**src/rtl/esapd_pkg.sv**
```systemverilog
`timescale 1ns / 1ps

package esapd_pkg;

	typedef enum logic [2:0] {
		PH_LEN_HI  = 3'd0,
		PH_LEN_LO  = 3'd1,
		PH_SHIFT   = 3'd2,
		PH_SAMPLE  = 3'd3,
		PH_ESC_HI  = 3'd4,
		PH_ESC_LO  = 3'd5,
		PH_SKIP    = 3'd6
	} phase_t;

	localparam logic [7:0] ESCAPE_CODE = 8'h80;

	typedef logic signed [15:0] sample_t;

endpackage

```
**src/rtl/escaped_shift_audio_packet_decoder.sv**
```systemverilog
`timescale 1ns / 1ps

// Decodes a byte stream of length-prefixed audio packets into 16-bit samples,
// alternating left and right channel. One byte is taken per clock; a byte enters
// an input register and is then decoded by a single pass of logic (phase update,
// sign extension and shift) into the result register. Throughput is one byte per
// cycle except while the input stalls, which happens only while the result
// register holds a sample that the downstream side has not yet taken.
// A byte of 0x80 escapes a raw big-endian 16-bit sample carried in the next two
// bytes; any other sample byte is sign extended and shifted left by its channel's
// shift nibble. Samples missing from a short packet are not produced.
module escaped_shift_audio_packet_decoder #(
	parameter int PAIRS_PER_PACKET = 1024
) (
	input  logic                      clk,
	input  logic                      arst_n,
	input  logic [7:0]                data_byte,
	input  logic                      data_valid,
	output logic                      data_stall,
	output esapd_pkg::sample_t        sample,
	output logic                      channel,
	output logic                      last_in_packet,
	output logic                      sample_valid,
	input  logic                      sample_stall
);

	localparam int SLOTS = 2 * PAIRS_PER_PACKET;
	localparam int IDX_W = $clog2(SLOTS + 1);
	localparam logic [IDX_W-1:0] LAST_SLOT = IDX_W'(SLOTS - 1);
	localparam logic [IDX_W-1:0] END_SLOT  = IDX_W'(SLOTS);

	// input stage
	logic [7:0]  byte_s1;
	logic        valid_s1;

	// decoder state
	esapd_pkg::phase_t phase_q, phase_d;
	logic [15:0]       bytes_left_q, bytes_left_d;
	logic [3:0]        left_shift_q, left_shift_d;
	logic [3:0]        right_shift_q, right_shift_d;
	logic [IDX_W-1:0]  idx_q, idx_d;
	logic [7:0]        esc_q, esc_d;

	logic              out_free;
	logic              step;
	logic [15:0]       bl_dec;
	logic [IDX_W-1:0]  idx_inc;
	logic [3:0]        sh;
	logic [15:0]       ext;
	logic              emit;
	logic [15:0]       emit_value;
	logic              emit_last;

	assign out_free   = !sample_valid || !sample_stall;
	assign step       = valid_s1 && out_free;
	assign data_stall = valid_s1 && !out_free;
	assign bl_dec     = bytes_left_q - 16'd1;
	assign idx_inc    = idx_q + IDX_W'(1);
	assign sh         = idx_q[0] ? right_shift_q : left_shift_q;
	assign ext        = {{8{byte_s1[7]}}, byte_s1};

	always_ff @(posedge clk or negedge arst_n) begin
		if (!arst_n) begin
			valid_s1 <= 1'b0;
		end else if (!data_stall) begin
			valid_s1 <= data_valid;
		end
	end

	always_ff @(posedge clk) begin
		if (!data_stall && data_valid) begin
			byte_s1 <= data_byte;
		end
	end

	// next state
	always_comb begin
		phase_d       = phase_q;
		bytes_left_d  = bytes_left_q;
		left_shift_d  = left_shift_q;
		right_shift_d = right_shift_q;
		idx_d         = idx_q;
		esc_d         = esc_q;
		unique case (phase_q)
			esapd_pkg::PH_LEN_LO: begin
				bytes_left_d = {bytes_left_q[15:8], byte_s1};
				phase_d = ({bytes_left_q[15:8], byte_s1} == 16'd0) ?
					esapd_pkg::PH_LEN_HI : esapd_pkg::PH_SHIFT;
			end
			esapd_pkg::PH_SHIFT: begin
				left_shift_d  = byte_s1[7:4];
				right_shift_d = byte_s1[3:0];
				idx_d         = '0;
				bytes_left_d  = bl_dec;
				phase_d = (bl_dec == 16'd0) ? esapd_pkg::PH_LEN_HI : esapd_pkg::PH_SAMPLE;
			end
			esapd_pkg::PH_SAMPLE: begin
				bytes_left_d = bl_dec;
				if (byte_s1 == esapd_pkg::ESCAPE_CODE) begin
					phase_d = (bl_dec == 16'd0) ?
						esapd_pkg::PH_LEN_HI : esapd_pkg::PH_ESC_HI;
				end else begin
					idx_d = idx_inc;
					if (bl_dec == 16'd0)
						phase_d = esapd_pkg::PH_LEN_HI;
					else if (idx_inc == END_SLOT)
						phase_d = esapd_pkg::PH_SKIP;
					else
						phase_d = esapd_pkg::PH_SAMPLE;
				end
			end
			esapd_pkg::PH_ESC_HI: begin
				esc_d        = byte_s1;
				bytes_left_d = bl_dec;
				phase_d = (bl_dec == 16'd0) ? esapd_pkg::PH_LEN_HI : esapd_pkg::PH_ESC_LO;
			end
			esapd_pkg::PH_ESC_LO: begin
				bytes_left_d = bl_dec;
				idx_d        = idx_inc;
				if (bl_dec == 16'd0)
					phase_d = esapd_pkg::PH_LEN_HI;
				else if (idx_inc == END_SLOT)
					phase_d = esapd_pkg::PH_SKIP;
				else
					phase_d = esapd_pkg::PH_SAMPLE;
			end
			esapd_pkg::PH_SKIP: begin
				bytes_left_d = bl_dec;
				if (bl_dec == 16'd0)
					phase_d = esapd_pkg::PH_LEN_HI;
			end
			default: begin
				// length high byte, also taken for unused codes
				bytes_left_d = {byte_s1, 8'h00};
				phase_d      = esapd_pkg::PH_LEN_LO;
			end
		endcase
	end

	// outputs
	always_comb begin
		emit       = 1'b0;
		emit_value = ext << sh;
		unique case (phase_q)
			esapd_pkg::PH_SAMPLE: begin
				emit = (byte_s1 != esapd_pkg::ESCAPE_CODE);
			end
			esapd_pkg::PH_ESC_LO: begin
				emit       = 1'b1;
				emit_value = {esc_q, byte_s1};
			end
			default: begin
				emit = 1'b0;
			end
		endcase
		emit_last = (idx_q == LAST_SLOT) || (bl_dec == 16'd0);
	end

	always_ff @(posedge clk or negedge arst_n) begin
		if (!arst_n) begin
			phase_q       <= esapd_pkg::PH_LEN_HI;
			bytes_left_q  <= '0;
			left_shift_q  <= '0;
			right_shift_q <= '0;
			idx_q         <= '0;
			esc_q         <= '0;
			sample_valid  <= 1'b0;
		end else begin
			if (step) begin
				phase_q       <= phase_d;
				bytes_left_q  <= bytes_left_d;
				left_shift_q  <= left_shift_d;
				right_shift_q <= right_shift_d;
				idx_q         <= idx_d;
				esc_q         <= esc_d;
			end
			if (out_free) begin
				sample_valid <= step && emit;
			end
		end
	end

	always_ff @(posedge clk) begin
		if (step && emit) begin
			sample         <= esapd_pkg::sample_t'(emit_value);
			channel        <= idx_q[0];
			last_in_packet <= emit_last;
		end
	end

endmodule

```
**config.mk**
```make
export PLATFORM = sky130hd
export DESIGN_NAME = escaped_shift_audio_packet_decoder
export DESIGN_NICKNAME = d
export VERILOG_FILES = /design/src/rtl/esapd_pkg.sv /design/src/rtl/escaped_shift_audio_packet_decoder.sv
export SDC_FILE = /design/constraint.sdc
export NUM_CORES = 1
export LEC_CHECK = 0
export ABC_AREA = 1
export BUFFER_PORTS_ARGS = -buffer_cell sky130_fd_sc_hd__buf_2
export CORE_MARGIN = 3
export CORE_UTILIZATION = 35
export CTS_CLUSTER_DIAMETER = 50
export CTS_CLUSTER_SIZE = 20
export DETAILED_ROUTE_END_ITERATION = 8
export RECOVER_POWER = 100
export SYNTH_ARGS = -nofsm -noshare
export SYNTH_HDL_FRONTEND = slang
export SYNTH_SLANG_ARGS = --single-unit
```
**constraint.sdc**
```tcl
create_clock -name clk -period 2.15 [get_ports clk]
set_input_delay 0.215 -clock clk [delete_from_list [all_inputs] [get_ports clk]]
set_output_delay 0.215 -clock clk [all_outputs]
set_load 0.05 [all_outputs]
```
======== Word level (Yosys, flattened, before mapping) ========
Index checks and enable logic that the tools add are counted.
cells by class
  bitwise gates (word level) .............. 1
  magnitude comparators ................... 0
  multiply operators ...................... 0
  multiplexer cells ....................... 15
  eq/ne operators ......................... 12
  add/subtract/negate cells ............... 2
  shift operators ......................... 1
  div/mod/pow operators ................... 0
  reduce and logical (&&, ||, !) cells .... 19
operators with widths
  operator                                               count
  one-hot mux 12 bit (3 select lines)                    1
  logical NOT 16 bit                                     2
  one-hot mux 16 bit (2 select lines)                    1
  two-way mux 3 bit                                      6
  one-hot mux 3 bit (6 select lines)                     1
  two-way mux 16 bit                                     1
  << shifter 16 x 4 -> 16 bit                            1
  subtractor 16 x 1 -> 16 bit, second input constant     1
  adder 12 x 1 -> 12 bit, second input constant          1
  equality test 12 x 11 -> 1 bit, second input constant  1
  equality test 12 bit, second input constant            1
  two-way mux 12 bit                                     1
  equality test 3 bit, second input constant             3
  equality test 8 bit, second input constant             1
  inequality test 8 bit, second input constant           1
  AND reduction 2 bit                                    4
  equality test 3 x 2 -> 1 bit, second input constant    2
  OR reduction 5 bit                                     1
  logical AND 1 bit                                      4
  logical NOT 1 bit                                      4
  two-way mux 2 bit                                      2
  two-way mux 4 bit                                      1
  inequality test 2 bit, second input constant           2
  equality test 3 x 1 -> 1 bit, second input constant    1
  5 further kinds                                        6
word-level totals
  latch bits .............................. 0
  register bits after elaboration ......... 75
  memory bits (read-only) ................. 0
  RAM bits ................................ 0
  output and inout port bits .............. 20
  word-level logic and storage cells ...... 63
  memories kept ........................... 0

======== Logic depth before layout (Yosys ltp) ========
Gate-level depths: netlist (run 1).
  depth after elaboration ................. 6
  gate-level depth with buffers ........... 16
  depth with buffers taken out ............ 16

======== Worst setup path after synthesis (run 1) ========
Ideal clock, no wire load.
  kind .................................... reg-to-reg
  from .................................... register sample_valid
  to ...................................... register byte_s1[0] (enable)
  data required time ...................... 1.877 ns
  buffers on the path ..................... 0
  slack ................................... 0.074 ns
  data arrival time ....................... 1.803 ns
  stages on the path, launching flop included .. 6
  period minus slack after synthesis ...... 2.076 ns
  path through ............................ dfrtp_1 nand2_1 nor2_1 inv_1 nand2_1 inv_1
between the ends
  longest elaborated chain between the ends .. 6
ends and longest elaborated chain
  element                 RTL line                                   source
  start, declared         escaped_shift_audio_packet_decoder.sv:23   output logic sample_valid,
  start signal, assigned  escaped_shift_audio_packet_decoder.sv:178  sample_valid <= step && emit;
  logical NOT 1 bit       escaped_shift_audio_packet_decoder.sv:54   assign out_free = !sample_valid || !sample_stall;
  logical OR 1 bit        escaped_shift_audio_packet_decoder.sv:54
  logical NOT 1 bit       escaped_shift_audio_packet_decoder.sv:56   assign data_stall = valid_s1 && !out_free;
  logical AND 1 bit       escaped_shift_audio_packet_decoder.sv:56
  named net data_stall    escaped_shift_audio_packet_decoder.sv:19   output logic data_stall,
  logical NOT 1 bit       escaped_shift_audio_packet_decoder.sv:71   if (!data_stall && data_valid) begin
  logical AND 1 bit       escaped_shift_audio_packet_decoder.sv:71
  end signal, assigned    escaped_shift_audio_packet_decoder.sv:72   byte_s1 <= data_byte;
  end, declared           escaped_shift_audio_packet_decoder.sv:33   logic [7:0] byte_s1;
The timed path passes the listed nets, and every way through them passes these cells.
A chain may end at the register's enable or synchronous reset.

======== Worst setup path after layout (run 1) ========
  from .................................... register idx_q[0]
  to ...................................... register sample[13], data pin
between the ends
  longest elaborated chain between the ends .. 3
ends and longest elaborated chain
  element                      RTL line                                   source
  start, declared              escaped_shift_audio_packet_decoder.sv:41   logic [IDX_W-1:0] idx_q, idx_d;
  start signal, assigned       escaped_shift_audio_packet_decoder.sv:174  idx_q <= idx_d;
  two-way mux 4 bit            escaped_shift_audio_packet_decoder.sv:59   assign sh = idx_q[0] ? right_shift_q : left_shift_q;
  << shifter 16 x 4 -> 16 bit  escaped_shift_audio_packet_decoder.sv:143  emit_value = ext << sh;
  two-way mux 16 bit           escaped_shift_audio_packet_decoder.sv:144  unique case (phase_q)
  named net emit_value[13]     escaped_shift_audio_packet_decoder.sv:51   logic [15:0] emit_value;
  end signal, assigned         escaped_shift_audio_packet_decoder.sv:185  sample <= esapd_pkg::sample_t'(emit_value);
  end, declared                escaped_shift_audio_packet_decoder.sv:20   output esapd_pkg::sample_t sample,
The timed path passes the listed nets, and every way through them passes these cells.

==> results of run 1 <==
kinds of logic after synthesis:
| logic type | count (synthesis) | synth area share [%] |
|---|---|---|
| and+or+nand+nor | 264 | 27.26 |
| DFF | 75 | 47.47 |
| AOI/OAI and AO/OA | 107 | 15.42 |
| adders and majority gates | 3 | 0.8879 |
| xor gates and xnor gates | 10 | 2.072 |
| buffers and inverters | 68 | 6.422 |
| muxes | 2 | 0.4735 |
cell usage in the layout (no fill, tap or decap), types with 2 or more instances in the layout:
master and count:
o41ai_1 2, nand2_2 5, edfxtp_1 26, clkinv_1 2
buf_4 22, nand4_1 6, a21oi_1 4, clkbuf_2 2
nand3_1 16, mux2i_1 2, clkbuf_4 2, nor2_4 5
clkbuf_16 9, a221oi_1 2, inv_1 49, nor2_1 59
nor2_2 6, o21ai_0 53, o21ai_2 4, o22ai_1 16
dfrtp_1 48, o21ai_4 2, nand2_1 148, ha_1 2
a31oi_1 5, xor2_1 8, o211ai_1 4, o21ai_1 3
nand3b_1 7, nor3_1 7, buf_2 10, inv_2 7
clkbuf_1 24, a22oi_1 9
worst paths after layout:
check	from	to	slack (ps)
setup / recovery	idx_q[0]	sample[13]	130
hold / removal	data_byte[2]	byte_s1[2]	50
setup reg to reg	idx_q[0]	sample[13]	130
hold reg to reg	esc_q[7]	esc_q[7]	480
max in group asynchronous	arst_n	idx_q[0]	300
min in group asynchronous	arst_n	esc_q[7]	810
power by group:
part	internal [uW]	switching, uW	leakage, uW	total [uW]
Sequential	1940	330	0.000877	2270
Combinational	1160	2340	0.00122	3500
Clock	935	604	0.000146	1540
Total	4040	3270	0.00224	7310
per-layer routing:
metal	up-vias	track usage [%]	routed length (um)
met1	1818	24.24	4958
met5	-	0	0
met2	133	27.12	5060
li1	1910	-	-
met4	0	6.032	178
met3	17	4.021	699
stage by stage:
step | TNS [ps] | total power, uW | cell area, um^2
3_5_place_dp | -48.63 | 5649 | 4716
3_3_place_gp | 0 | 5585 | 4716
2_1_floorplan | 0 | 4751 | 4228
4_1_cts | 0 | 7215 | 5031
6_report | 0 | 7311 | 5065
5_1_grt | -777.8 | 7890 | 5065
state kept, by name, indices dropped and copies added, names as in the netlist:
signal	flops
sample	16
right_shift_q	4
left_shift_q	4
channel	1
idx_q	12
byte_s1	8
phase_q	3
last_in_packet	1
esc_q	8
bytes_left_q	16
sample_valid	1
valid_s1	1
area by class of cell:
cell class              count  area (um^2)  area share (%)
repair buffers             61        356.6           7.041
clock inverters             5        60.06           1.186
well taps                 143        178.9           3.533
clock buffers              11        242.7           4.792
flip-flops and latches     75         2008           39.65
multi-input cells         387         2001           39.50
inverters                  58        217.7           4.298
timing repair:
action | CTS | global route
hold buffers | 1 | 0
cloned | 0 | 1
hold endpoints to repair | 26 | 0
buffers inserted | 0 | 3
resized for setup | 1 | 10
pin swaps | 0 | 6
setup endpoints to repair | 2 | 24
==> results.txt, run 1 <==
----------------------------------------------------
[Critical path]
  Crit path buffers/inverters ... 1
  Crit-path most repeated cell ... o21ai_0
  Crit. path cell count ... 8
  Arrival time of the worst setup path ... about 2100 ps
  Critical path capture point type ... flip-flop
  Cell type group with the largest total delay on the critical path ... compound AO/OA/AOI/OAI gates
  Worst Setup Path Type ... flip-flop to flip-flop
  Standard cell with the maximum stage delay on the critical path ... dfrtp_2
  Delay of the slowest cell on the worst path ... between 400 and 500 ps
  Crit-path cells ... or2_0 > o21ai_4 > clkbuf_2 > o21ai_0 > o21ai_0 > nor2_1 > a31oi_1 > o211ai_1
  Largest fanout on the critical path ... 8
  Reg2reg path depth ... 8
  Critical path required time ... 2240 ps
  CP Launch Type ... flip-flop

[Floorplan]
  Core footprint ... ~12,000 um^2
  Chip height ... between 100 and 150 um
  Number of cell rows ... 39
  Area enclosed by the die boundary ... approximately 13,000 um^2
  Starting density of the core ... between 30% and 40%
  Horizontal die dimension ... roughly 120 um
  Number of top-level design ports ... 32

[Clock tree]
  Buffer cell driving the clock tree root ... clkbuf_16
  CTS H-tree lvls ... 3
  Clock tree from TritonCTS ... built
  CTS max path bufs ... 2
  Register clock-pin slew on the reported worst setup and hold paths ... about 60 ps
  CTS buffer count ... 9
  # clock sinks ... 75
  Clock latency at the later pin of the worst-skew pair ... about 340 ps

[Pwr]
  Leakage ... 0.002239 uW
  Pwr per Cell Area ... approximately 1400 nW/um^2
  Worst-case vdd ir drop ... just under 0.6 mV

[Worst hold path]
  Class of the worst hold path ... input pin to flip-flop
  Hold path depth ... 1

[STA]
  Final Hold Viols ... 0
  Unrepaired setup endpoints after global routing ... true
  Final setup violating endpoints ... 0
  Final count of pins violating max slew ... 27
  Final Cycle Share ... a little over nine tenths
  Final critical-path required period ... between 2000 and 2500 ps
  Maximum clock rate ... around 500 MHz
  Worst-Margin Slew ... approximately 1600 ps
  Hold Worst Slack ... about 48 ps
  Worst slew slack as a fraction of its limit ... -6.068%
  Worst path setup slack after routing ... around 130 ps
  Worst clock skew ... between 5 and 6 ps

[Run]
  Max-Cap Viols ... 1

[Routing]
  Count of TritonRoute iterations in the first routing pass ... 6
  Overall via count from detail_route ... a little under 4,000
  Detailed Route Iter0 Violations ... between 300 and 400
  Count of nets left with antenna violations after detail routing ... 0
  Mean routed wirelength per cell ... between 10 and 15 um
  Average vias per placed instance ... between 5 and 6
  Post-detailed-routing wire length ... about 11,000 um
  Number of design rule violations left after detail routing ... 0

[Finish]
  Final antenna diode count ... 0
  Utilization after layout ... 43.61%
  Number of standard cells in the layout, taps in and fillers out ... 740
  Count of nets after finishing ... 607
  Synth-to-Final Area Change ... 19.80%
  Ratio of cells with drive above 1 in the final layout ... about 15%
  Fill count ... roughly 1,200

[Synthesis]
  Proportion of register bits with asynchronous set or reset after synthesis ... between 60 and 70%
  Count of warnings emitted by yosys ... 0
  Syn Inst Count ... around 530
  Total nets after synthesis ... ~540
  Post-synthesis average cell area ... approximately 8 um^2
  Number of enable-type register cells in the synthesized netlist ... 26
  Most frequent cell after synthesis ... nand2_1
  Share of the synthesized area in the top cell type ... 29.00%
  Number of flip-flops and latches in the synthesized netlist ... 75
  Top cells by area in the synthesized netlist ... dfrtp_1 (29%), edfxtp_1 (18%), nand2_1 (13%)
  Most frequently used flop master after synthesis ... dfrtp_1
  Post-synth design cell area ... between 4000 and 5000 um^2
  Cell accounting for the most synthesized area ... dfrtp_1
  Ranking of synthesized cells by instance count ... nand2_1 (147), nor2_1 (61), o21ai_0 (50)
  Number of library cell types mapped by synthesis ... 40
  Sequential-to-total area share from yosys stat ... 47.47%

[Global routing]
  Number of global-route vias before repair ... 3,573
  Largest net degree at the start of global routing ... 28
  Total gr overflow ... 0
  First-pass GRT wire length ... around 18,000 um
  Number of antenna violations at the first check in global routing ... 0
  GRT Util Overall ... 17.53%

[Placed design]
  DP Wirelength ... 8143 um
  Worst setup slack before clock tree synthesis ... -47.02 ps
  Weighted congestion at the end of routability-driven global placement ... between 0.9 and 1
  Total placed cells including tap cells ... between 700 and 800
  Buffers added on ports ... 31

[Outcome]
  Violations in the final reports ... capacitance limit, slew limit
  Run status ... finished with violations

----------------------------------------------------
No activity file was read; power rests on OpenSTA's default activity.
==> inputs of run 2 (changes only) <==
--- a/config.mk
+++ b/config.mk
@@ -5,7 +5,6 @@
 export SDC_FILE = /design/constraint.sdc
 export NUM_CORES = 1
 export LEC_CHECK = 0
-export ABC_AREA = 1
 export BUFFER_PORTS_ARGS = -buffer_cell sky130_fd_sc_hd__buf_2
 export CORE_MARGIN = 3
 export CORE_UTILIZATION = 35
==> run 2 against run 1 <==
The flow now finishes without violations. Combinational power increased by 25%. Sequential power is 7% higher. Core utilization increased by 1.4 points. Total power grew 14%. Count of clock-buffer cells in the layout decreased by 2. Hold slack gained 2.8 ps. Register-to-register slack worse by 70 ps. Global-route usage is 0.52 points lower. Synthesized cell count is 15% lower. Highest routed layer unchanged.
==> results.txt, run 2 <==
----------------------------------------------------
[Run]
  Max-Cap Viols ... 0 (-1)

[Clock tree]
  Buffer cell driving the clock tree root ... clkbuf_16
  Register clock-pin slew on the reported worst setup and hold paths ... 60 ps (about the same)
  Clock latency at the later pin of the worst-skew pair ... 340 ps (about the same)
  # clock sinks ... 75 (unchanged)
  CTS buffer count ... 9 (unchanged)
  Clock tree from TritonCTS ... built
  CTS H-tree lvls ... 3 (unchanged)
  CTS max path bufs ... 2 (unchanged)

[Finish]
  Synth-to-Final Area Change ... 25.41%
  Count of nets after finishing ... 534 (-12%)
  Utilization after layout ... 45.05% (+1.4 points)
  Most used cells in the layout excluding fill and tap cells ... buf_4 (47), dfrtp_1 (46), o21ai_0 (45), nand2_1 (44), nor2_1 (31)
  Commonest non-fill, non-tap cell in the layout ... buf_4
  Ratio of cells with drive above 1 in the final layout ... 25.00% (+10 points)
  Largest registers ranked by flip-flop count ... bytes_left_q (16), sample (16), idx_q (12)
  Final antenna diode count ... 0 (unchanged)

[Floorplan]
  Area enclosed by the die boundary ... 13,750 um^2 (+2.4%)
  Number of top-level design ports ... 32 (unchanged)
  Horizontal die dimension ... 117.3 um (+1.2%)
  Number of cell rows ... 40 (+2.6%)
  Starting density of the core ... 35.92% (-0.48 points)
  Core footprint ... 12,060 um^2 (+3.9%)
  Chip height ... 117.3 um (+1.2%)

[Placed design]
  Weighted congestion at the end of routability-driven global placement ... 0.8915 (-4.9%)
  Buffers added on ports ... 31 (unchanged)
  DP Wirelength ... 7840 um (-3.7%)
  Worst setup slack before clock tree synthesis ... -38.75 ps (+8.272 ps)

[Synthesis]
  Ranking of synthesized cells by instance count ... dfrtp_1 (49), o21ai_0 (47), nand2_1 (44)
  Post-synth design cell area ... 4333 um^2 (+2.5%)
  Total nets after synthesis ... 464 (-15%)
  Count of warnings emitted by yosys ... 0 (unchanged)
  Number of library cell types mapped by synthesis ... 60 (+50%)
  Post-synthesis average cell area ... 9.650 um^2 (+21%)
  Sequential-to-total area share from yosys stat ... 46.32% (-1.2 points)
  Number of enable-type register cells in the synthesized netlist ... 26 (unchanged)
  Most frequently used flop master after synthesis ... dfrtp_1
  Most frequent cell after synthesis ... dfrtp_1
  Top cells by area in the synthesized netlist ... dfrtp_1 (28%), edfxtp_1 (18%), o21ai_0 (5.4%)
  Syn Inst Count ... 449 (-15%)
  Cell accounting for the most synthesized area ... dfrtp_1
  Number of flip-flops and latches in the synthesized netlist ... 75 (unchanged)
  Proportion of register bits with asynchronous set or reset after synthesis ... 65.33% (unchanged)
  Share of the synthesized area in the top cell type ... 28.30% (-0.70 points)

[STA]
  Unrepaired setup endpoints after global routing ... true
  Final count of pins violating max slew ... 0 (-100%)
  Worst-Margin Slew ... 1441 ps (-150.1 ps)
  Worst clock skew ... 8.348 ps (+2.823 ps)
  Maximum clock rate ... 478.0 MHz (-3.3%)
  Worst slew slack as a fraction of its limit ... 3.942% (+10 points)
  Final critical-path required period ... 2092 ps (+69.00 ps)
  Final Hold Viols ... 0 (unchanged)
  Final Cycle Share ... 97.30% (+3.2 points)
  Worst path setup slack after routing ... 58.05 ps (-69.00 ps)
  Final setup violating endpoints ... 0 (unchanged)

[Critical path]
  Worst Setup Path Type ... flip-flop to flip-flop
  Critical path required time ... 2240 ps (about the same)
  Arrival time of the worst setup path ... 2180 ps (+70 ps)
  Critical path capture point type ... flip-flop
  Worst reg2reg setup slack ... 60 ps (-70 ps)
  CP Launch Type ... flip-flop
  Largest fanout on the critical path ... 5 (-3)
  Reg2reg path depth ... 7 (-1)

[Pwr]
  Worst-case vdd ir drop ... 0.4650 mV (-21%)
  Pwr per Cell Area ... 1534 nW/um^2 (+6.2%)
  Overall power ... 8333 uW (+14%)
  Leakage ... 0.002137 uW (-4.5%)

[Global routing]
  Number of antenna violations at the first check in global routing ... 0 (unchanged)
  Total gr overflow ... 0 (unchanged)
  Number of global-route vias before repair ... 3,763 (+5.3%)
  Largest net degree at the start of global routing ... 28 (unchanged)
  First-pass GRT wire length ... 18,260 um (+0.53%)
  GRT Util Overall ... 17.01% (-0.52 points)

[Routing]
  Mean routed wirelength per cell ... 16.46 um (+12%)
  Post-detailed-routing wire length ... 11,390 um (+4.5%)
  Overall via count from detail_route ... 3,750 (-3.3%)
  Count of TritonRoute iterations in the first routing pass ... 4 (-2)
  Count of nets left with antenna violations after detail routing ... 0 (unchanged)
  Number of design rule violations left after detail routing ... 0 (unchanged)
  Detailed Route Iter0 Violations ... 277 (-24%)
  Average vias per placed instance ... 5.419 (+3.4%)

[Outcome]
  Run status ... finished, final reports clean

[Worst hold path]
  Class of the worst hold path ... input pin to flip-flop
  Hold path depth ... 1 (unchanged)

----------------------------------------------------
## run 2: cell count changes in the layout (fill, tap and decap cells not counted), moves of 7 or more
cell	before	now
mux2_2	0	17
o22ai_1	16	2
nor2_1	59	31
xor2_1	8	1
o21ai_0	53	45
buf_4	22	47
a21oi_1	4	17
nand2_1	148	44
nor2b_1	0	7
mux2i_1	2	10
nor3_1	7	15
inv_1	49	8
## run 2: cell type report
type                            instances  area [um^2]
Multi-Input combinational cell        331         2286
Tap cell                              168        210.2
Inverter                               10        41.29
Sequential cell                        75         2011
Fill cell                            1148         6628
Timing Repair Buffer                   92        584.3
Clock inverter                          7        76.32
Clock buffer                            9        225.2
## run 2: final timing paths
path,startpoint,endpoint
setup / recovery,idx_q[0],sample[15]
hold / removal,data_byte[4],byte_s1[4]
setup reg to reg,idx_q[0],sample[15]
hold reg to reg,right_shift_q[1],right_shift_q[1]
max in group asynchronous,arst_n,bytes_left_q[2]
min in group asynchronous,arst_n,bytes_left_q[0]
## run 2: what timing repair did
item                                    in CTS  in global routing
cloned                                       0                  0
hold endpoints to repair                    22                  0
pin swaps                                    2                  9
hold buffers                                 1                  0
endpoints found under the setup margin       7                 23
buffers inserted                             4                  1
resized for setup                            6                 24
## run 2: power breakdown
| part | switching [uW] | internal [uW] | total, uW |
|---|---|---|---|
| combinational | 2580 | 1780 | 4360 |
| clock | 626 | 904 | 1530 |
| sequential | 415 | 2030 | 2440 |
## run 2: cell families (layout without fill, tap and decap cells)
family / Yosys count / after routing / synth area share (%)
buffers and inverters: 43 / 118 / 4.043
muxes: 36 / 36 / 9.789
xor gates and xnor gates: 3 / 3 / 0.6065
DFF: 75 / 75 / 46.32
and+or+nand+nor: 155 / 155 / 18.08
AOI/OAI and AO/OA: 134 / 134 / 20.30
adders and majority gates: 3 / 3 / 0.8664
## run 2: metal layers
metal	vias up	routed length [um]	track usage, %
met5	-	0	0
met2	85	5716	28.21
met3	13	410	3.753
li1	1819	-	-
met4	0	161	6.728
met1	1833	5103	21.54
## run 2: worst max-delay path, stage by stage (launching register included)
cell	delay, ps
dfrtp_1	400
mux2i_4	290
buf_4	190
mux4_2	550
mux2i_2	190
nand2_1	70
o211ai_1	90
nand2_1	70
## run 2: stage by stage
| stage | setup TNS [ps] | instances | hold slack (ps) | instance area [um^2] |
|---|---|---|---|---|
| CTS | 0 | 691 | 41.30 | 5393 |
| floorplan | -9.766 | 449 | -80.59 | 4354 |
| finish | 0 | 692 | 50.52 | 5434 |
| global route | -581.3 | 692 | 37.86 | 5434 |
| detailed placement | -132.1 | 670 | 267.4 | 5017 |
| global placement | -19.20 | 670 | 265.7 | 5017 |
==> inputs of run 3 (changes only) <==
--- a/config.mk
+++ b/config.mk
@@ -5,12 +5,16 @@
 export SDC_FILE = /design/constraint.sdc
 export NUM_CORES = 1
 export LEC_CHECK = 0
+export ABC_AREA = 1
 export BUFFER_PORTS_ARGS = -buffer_cell sky130_fd_sc_hd__buf_2
+export CELL_PAD_IN_SITES_DETAIL_PLACEMENT = 0
+export CELL_PAD_IN_SITES_GLOBAL_PLACEMENT = 1
 export CORE_MARGIN = 3
 export CORE_UTILIZATION = 35
 export CTS_CLUSTER_DIAMETER = 50
 export CTS_CLUSTER_SIZE = 20
 export DETAILED_ROUTE_END_ITERATION = 8
+export PLACE_DENSITY_LB_ADDON = 0.1
 export RECOVER_POWER = 100
 export SYNTH_ARGS = -nofsm -noshare
 export SYNTH_HDL_FRONTEND = slang
==> run 3 against run 2 <==
Core utilization decreased by 1.4 points. First-iteration DRC count decreased by 21%. Clock power increased by 9.8%. Worst setup slack improved by 110 ps. Hold slack got worse by 13 ps. Die area decreased by 2.3%. Clock skew about the same.
==> results.txt, run 3 (synthesized netlist as in run 1, its figures left out) <==
----------------------------------------------------
[Clock tree]
  CTS H-tree lvls ... 3 (unchanged)
  CTS max path bufs ... 2 (unchanged)
  Clock latency at the later pin of the worst-skew pair ... 350 ps (about the same)
  Clock tree from TritonCTS ... built
  # clock sinks ... 75 (unchanged)
  Buffer cell driving the clock tree root ... clkbuf_16
  CTS buffer count ... 9 (unchanged)
  Register clock-pin slew on the reported worst setup and hold paths ... 60 ps (about the same)

[Routing]
  Routed met1 length ... 5060 um (-0.84%)
  Uppermost layer routed ... met4
  Detailed Route Iter0 Violations ... 220 (-21%)
  Count of TritonRoute iterations in the first routing pass ... 5 (+1)
  Met2 routed wirelength ... 5401 um (-5.5%)
  Average vias per placed instance ... 5.020 (-7.4%)
  Overall via count from detail_route ... 3,690 (-1.6%)
  Met3 wirelength from detailed routing ... 486 um (+19%)
  Mean routed wirelength per cell ... 15.31 um (-7.0%)
  Post-detailed-routing wire length ... 11,250 um (-1.2%)
  Number of design rule violations left after detail routing ... 0 (unchanged)
  Count of nets left with antenna violations after detail routing ... 0 (unchanged)

[Critical path]
  Cell type group with the largest total delay on the critical path ... buffers and inverters
  Delay of the slowest cell on the worst path ... 450 ps (-100 ps)
  Critical path required time ... 2360 ps (+120 ps)
  Critical R2R Capture ... idx_q[4]
  Worst Setup Path Type ... flip-flop to flip-flop
  Crit path buffers/inverters ... 4 (+3)
  Reg2reg path depth ... 10 (+3)
  Timing startpoint of the critical path ... phase_q[0]
  Critical path capture point type ... flip-flop
  Standard cell with the maximum stage delay on the critical path ... dfrtp_1
  Worst R2R Start ... phase_q[0]
  Crit-path most repeated cell ... inv_1
  Crit. path cell count ... 10 (+3)
  Capture point of the critical path ... idx_q[4]
  Worst reg2reg setup slack ... 170 ps (+110 ps)
  CP Launch Type ... flip-flop
  Arrival time of the worst setup path ... 2190 ps (about the same)
  Largest fanout on the critical path ... 8 (+3)
  Crit-path cells ... inv_1 > nor3_4 > inv_1 > nand2_1 > inv_2 > nor2_4 > o21ai_4 > nor2_8 > inv_1 > o22ai_1

[Floorplan]
  Area enclosed by the die boundary ... 13,430 um^2 (-2.3%)
  Chip height ... 115.9 um (-1.2%)
  Horizontal die dimension ... 115.9 um (-1.2%)
  Number of cell rows ... 39 (-2.5%)
  Core footprint ... 11,610 um^2 (-3.7%)
  Starting density of the core ... 36.40% (+0.48 points)
  Number of top-level design ports ... 32 (unchanged)

[Global routing]
  Largest net degree at the start of global routing ... 50 (+79%)
  Number of antenna violations at the first check in global routing ... 0 (unchanged)
  First-pass GRT wire length ... 18,600 um (+1.9%)
  GRT Util Overall ... 18.24% (+1.2 points)
  Number of global-route vias before repair ... 3,647 (-3.1%)
  Total gr overflow ... 0 (unchanged)

[STA]
  Worst-Margin Slew ... 1306 ps (-134.6 ps)
  Worst clock skew ... 8.417 ps (+0.06872 ps)
  Final count of pins violating max slew ... 0 (unchanged)
  Worst slew slack as a fraction of its limit ... 12.91% (+9.0 points)
  Maximum clock rate ... 505.2 MHz (+5.7%)
  Final Hold Viols ... 0 (unchanged)
  Unrepaired setup endpoints after global routing ... true
  Final setup violating endpoints ... 0 (unchanged)
  Worst path setup slack after routing ... 170.7 ps (+112.6 ps)
  Hold Worst Slack ... 37.61 ps (-12.91 ps)
  Final Cycle Share ... 92.06% (-5.2 points)
  Final critical-path required period ... 1979 ps (-112.6 ps)

[Finish]
  Synth-to-Final Area Change ... 19.95%
  Sequential Area ... 2007 um^2 (-0.19%)
  Count of nets after finishing ... 602 (+13%)
  Largest registers ranked by flip-flop count ... bytes_left_q (16), sample (16), idx_q (12)
  Ratio of cells with drive above 1 in the final layout ... 14.36% (-11 points)
  Area of the multi-input gates ... 2011 um^2 (-12%)
  Commonest non-fill, non-tap cell in the layout ... nand2_1
  Fill count ... 1,187 (+3.4%)
  Most used cells in the layout excluding fill and tap cells ... nand2_1 (148), nor2_1 (55), o21ai_0 (50), inv_1 (49), dfrtp_1 (49)
  Non-Filler Cell Area, Final ... 5071 um^2 (-6.7%)
  Final antenna diode count ... 0 (unchanged)

[Placed design]
  Placed cell area ... 4713 um^2 (-6.1%)
  Worst setup slack before clock tree synthesis ... 29.56 ps (+68.31 ps)
  DP Wirelength ... 8408 um (+7.2%)
  Buffers added on ports ... 31 (unchanged)
  Weighted congestion at the end of routability-driven global placement ... 0.8463 (-5.1%)

[Worst hold path]
  Class of the worst hold path ... input pin to flip-flop

[Outcome]
  Run status ... finished, final reports clean

[Pwr]
  Worst-case vdd ir drop ... 0.6371 mV (+37%)
  Leakage ... 0.002237 uW (+4.7%)
  Overall power ... 7429 uW (-11%)
  Pwr per Cell Area ... 1465 nW/um^2 (-4.5%)

[Run]
  Max-Cap Viols ... 0 (unchanged)

----------------------------------------------------
## run 3: cell count changes in the layout (fill, tap and decap cells not counted), sizes merged, moves of 8 or more
cell / delta
buf: -28
mux2i: -13
o21ai: +8
a21oi: -13
o22ai: +14
nand2: +109
nor2: +37
inv: +47
mux2: -18
## run 3: timing repair
item | 4_1_cts | 5_1_grt
gates resized for setup | 0 | 22
endpoints found under the hold margin | 49 | 0
setup buffers | 0 | 1
hold buffers | 1 | 0
setup endpoints to repair | 0 | 33
## run 3: metal layers
layer  global-route usage, %  vias up
met5                       0        -
met4                   6.961        0
met3                   4.909       24
met2                   29.73       76
met1                   23.21     1701
li1                        -     1889
## run 3: layout make-up
cell class,instances,area share [%]
clock buffer,12,5.083
clock inverter,4,1.431
inverter,58,4.293
multi-input combinational,386,39.65
sequential,75,39.58
tap,143,3.528
timing repair buffer,57,6.440
## run 3: metrics by stage
step,util [%],setup TNS (ps),std cells
2_1_floorplan,-,0,529
3_3_place_gp,40.58,0,717
3_5_place_dp,40.58,0,717
4_1_cts,43.51,0,734
5_1_grt,43.67,-110.6,735
6_report,43.67,0,735
## run 3: worst min path at each step
stage | slack (ps) | cells after the start | to | from
after floorplan | -80 | 0 | bytes_left_q[0] | arst_n
final | 40 | 1 | byte_s1[4] | data_byte[4]
after global routing | 30 | 1 | byte_s1[4] | data_byte[4]
after detailed placement | 240 | 2 | esc_q[6] | arst_n
after CTS | 30 | 1 | byte_s1[4] | data_byte[4]
after global placement | 230 | 2 | esc_q[7] | arst_n
## run 3: power breakdown
part	switching [uW]	total (uW)	leakage, uW	internal [uW]
Sequential	316	2260	0.000878	1940
Combinational	2340	3490	0.00120	1160
Clock	590	1680	0.000158	1090
Total	3250	7430	0.00224	4180
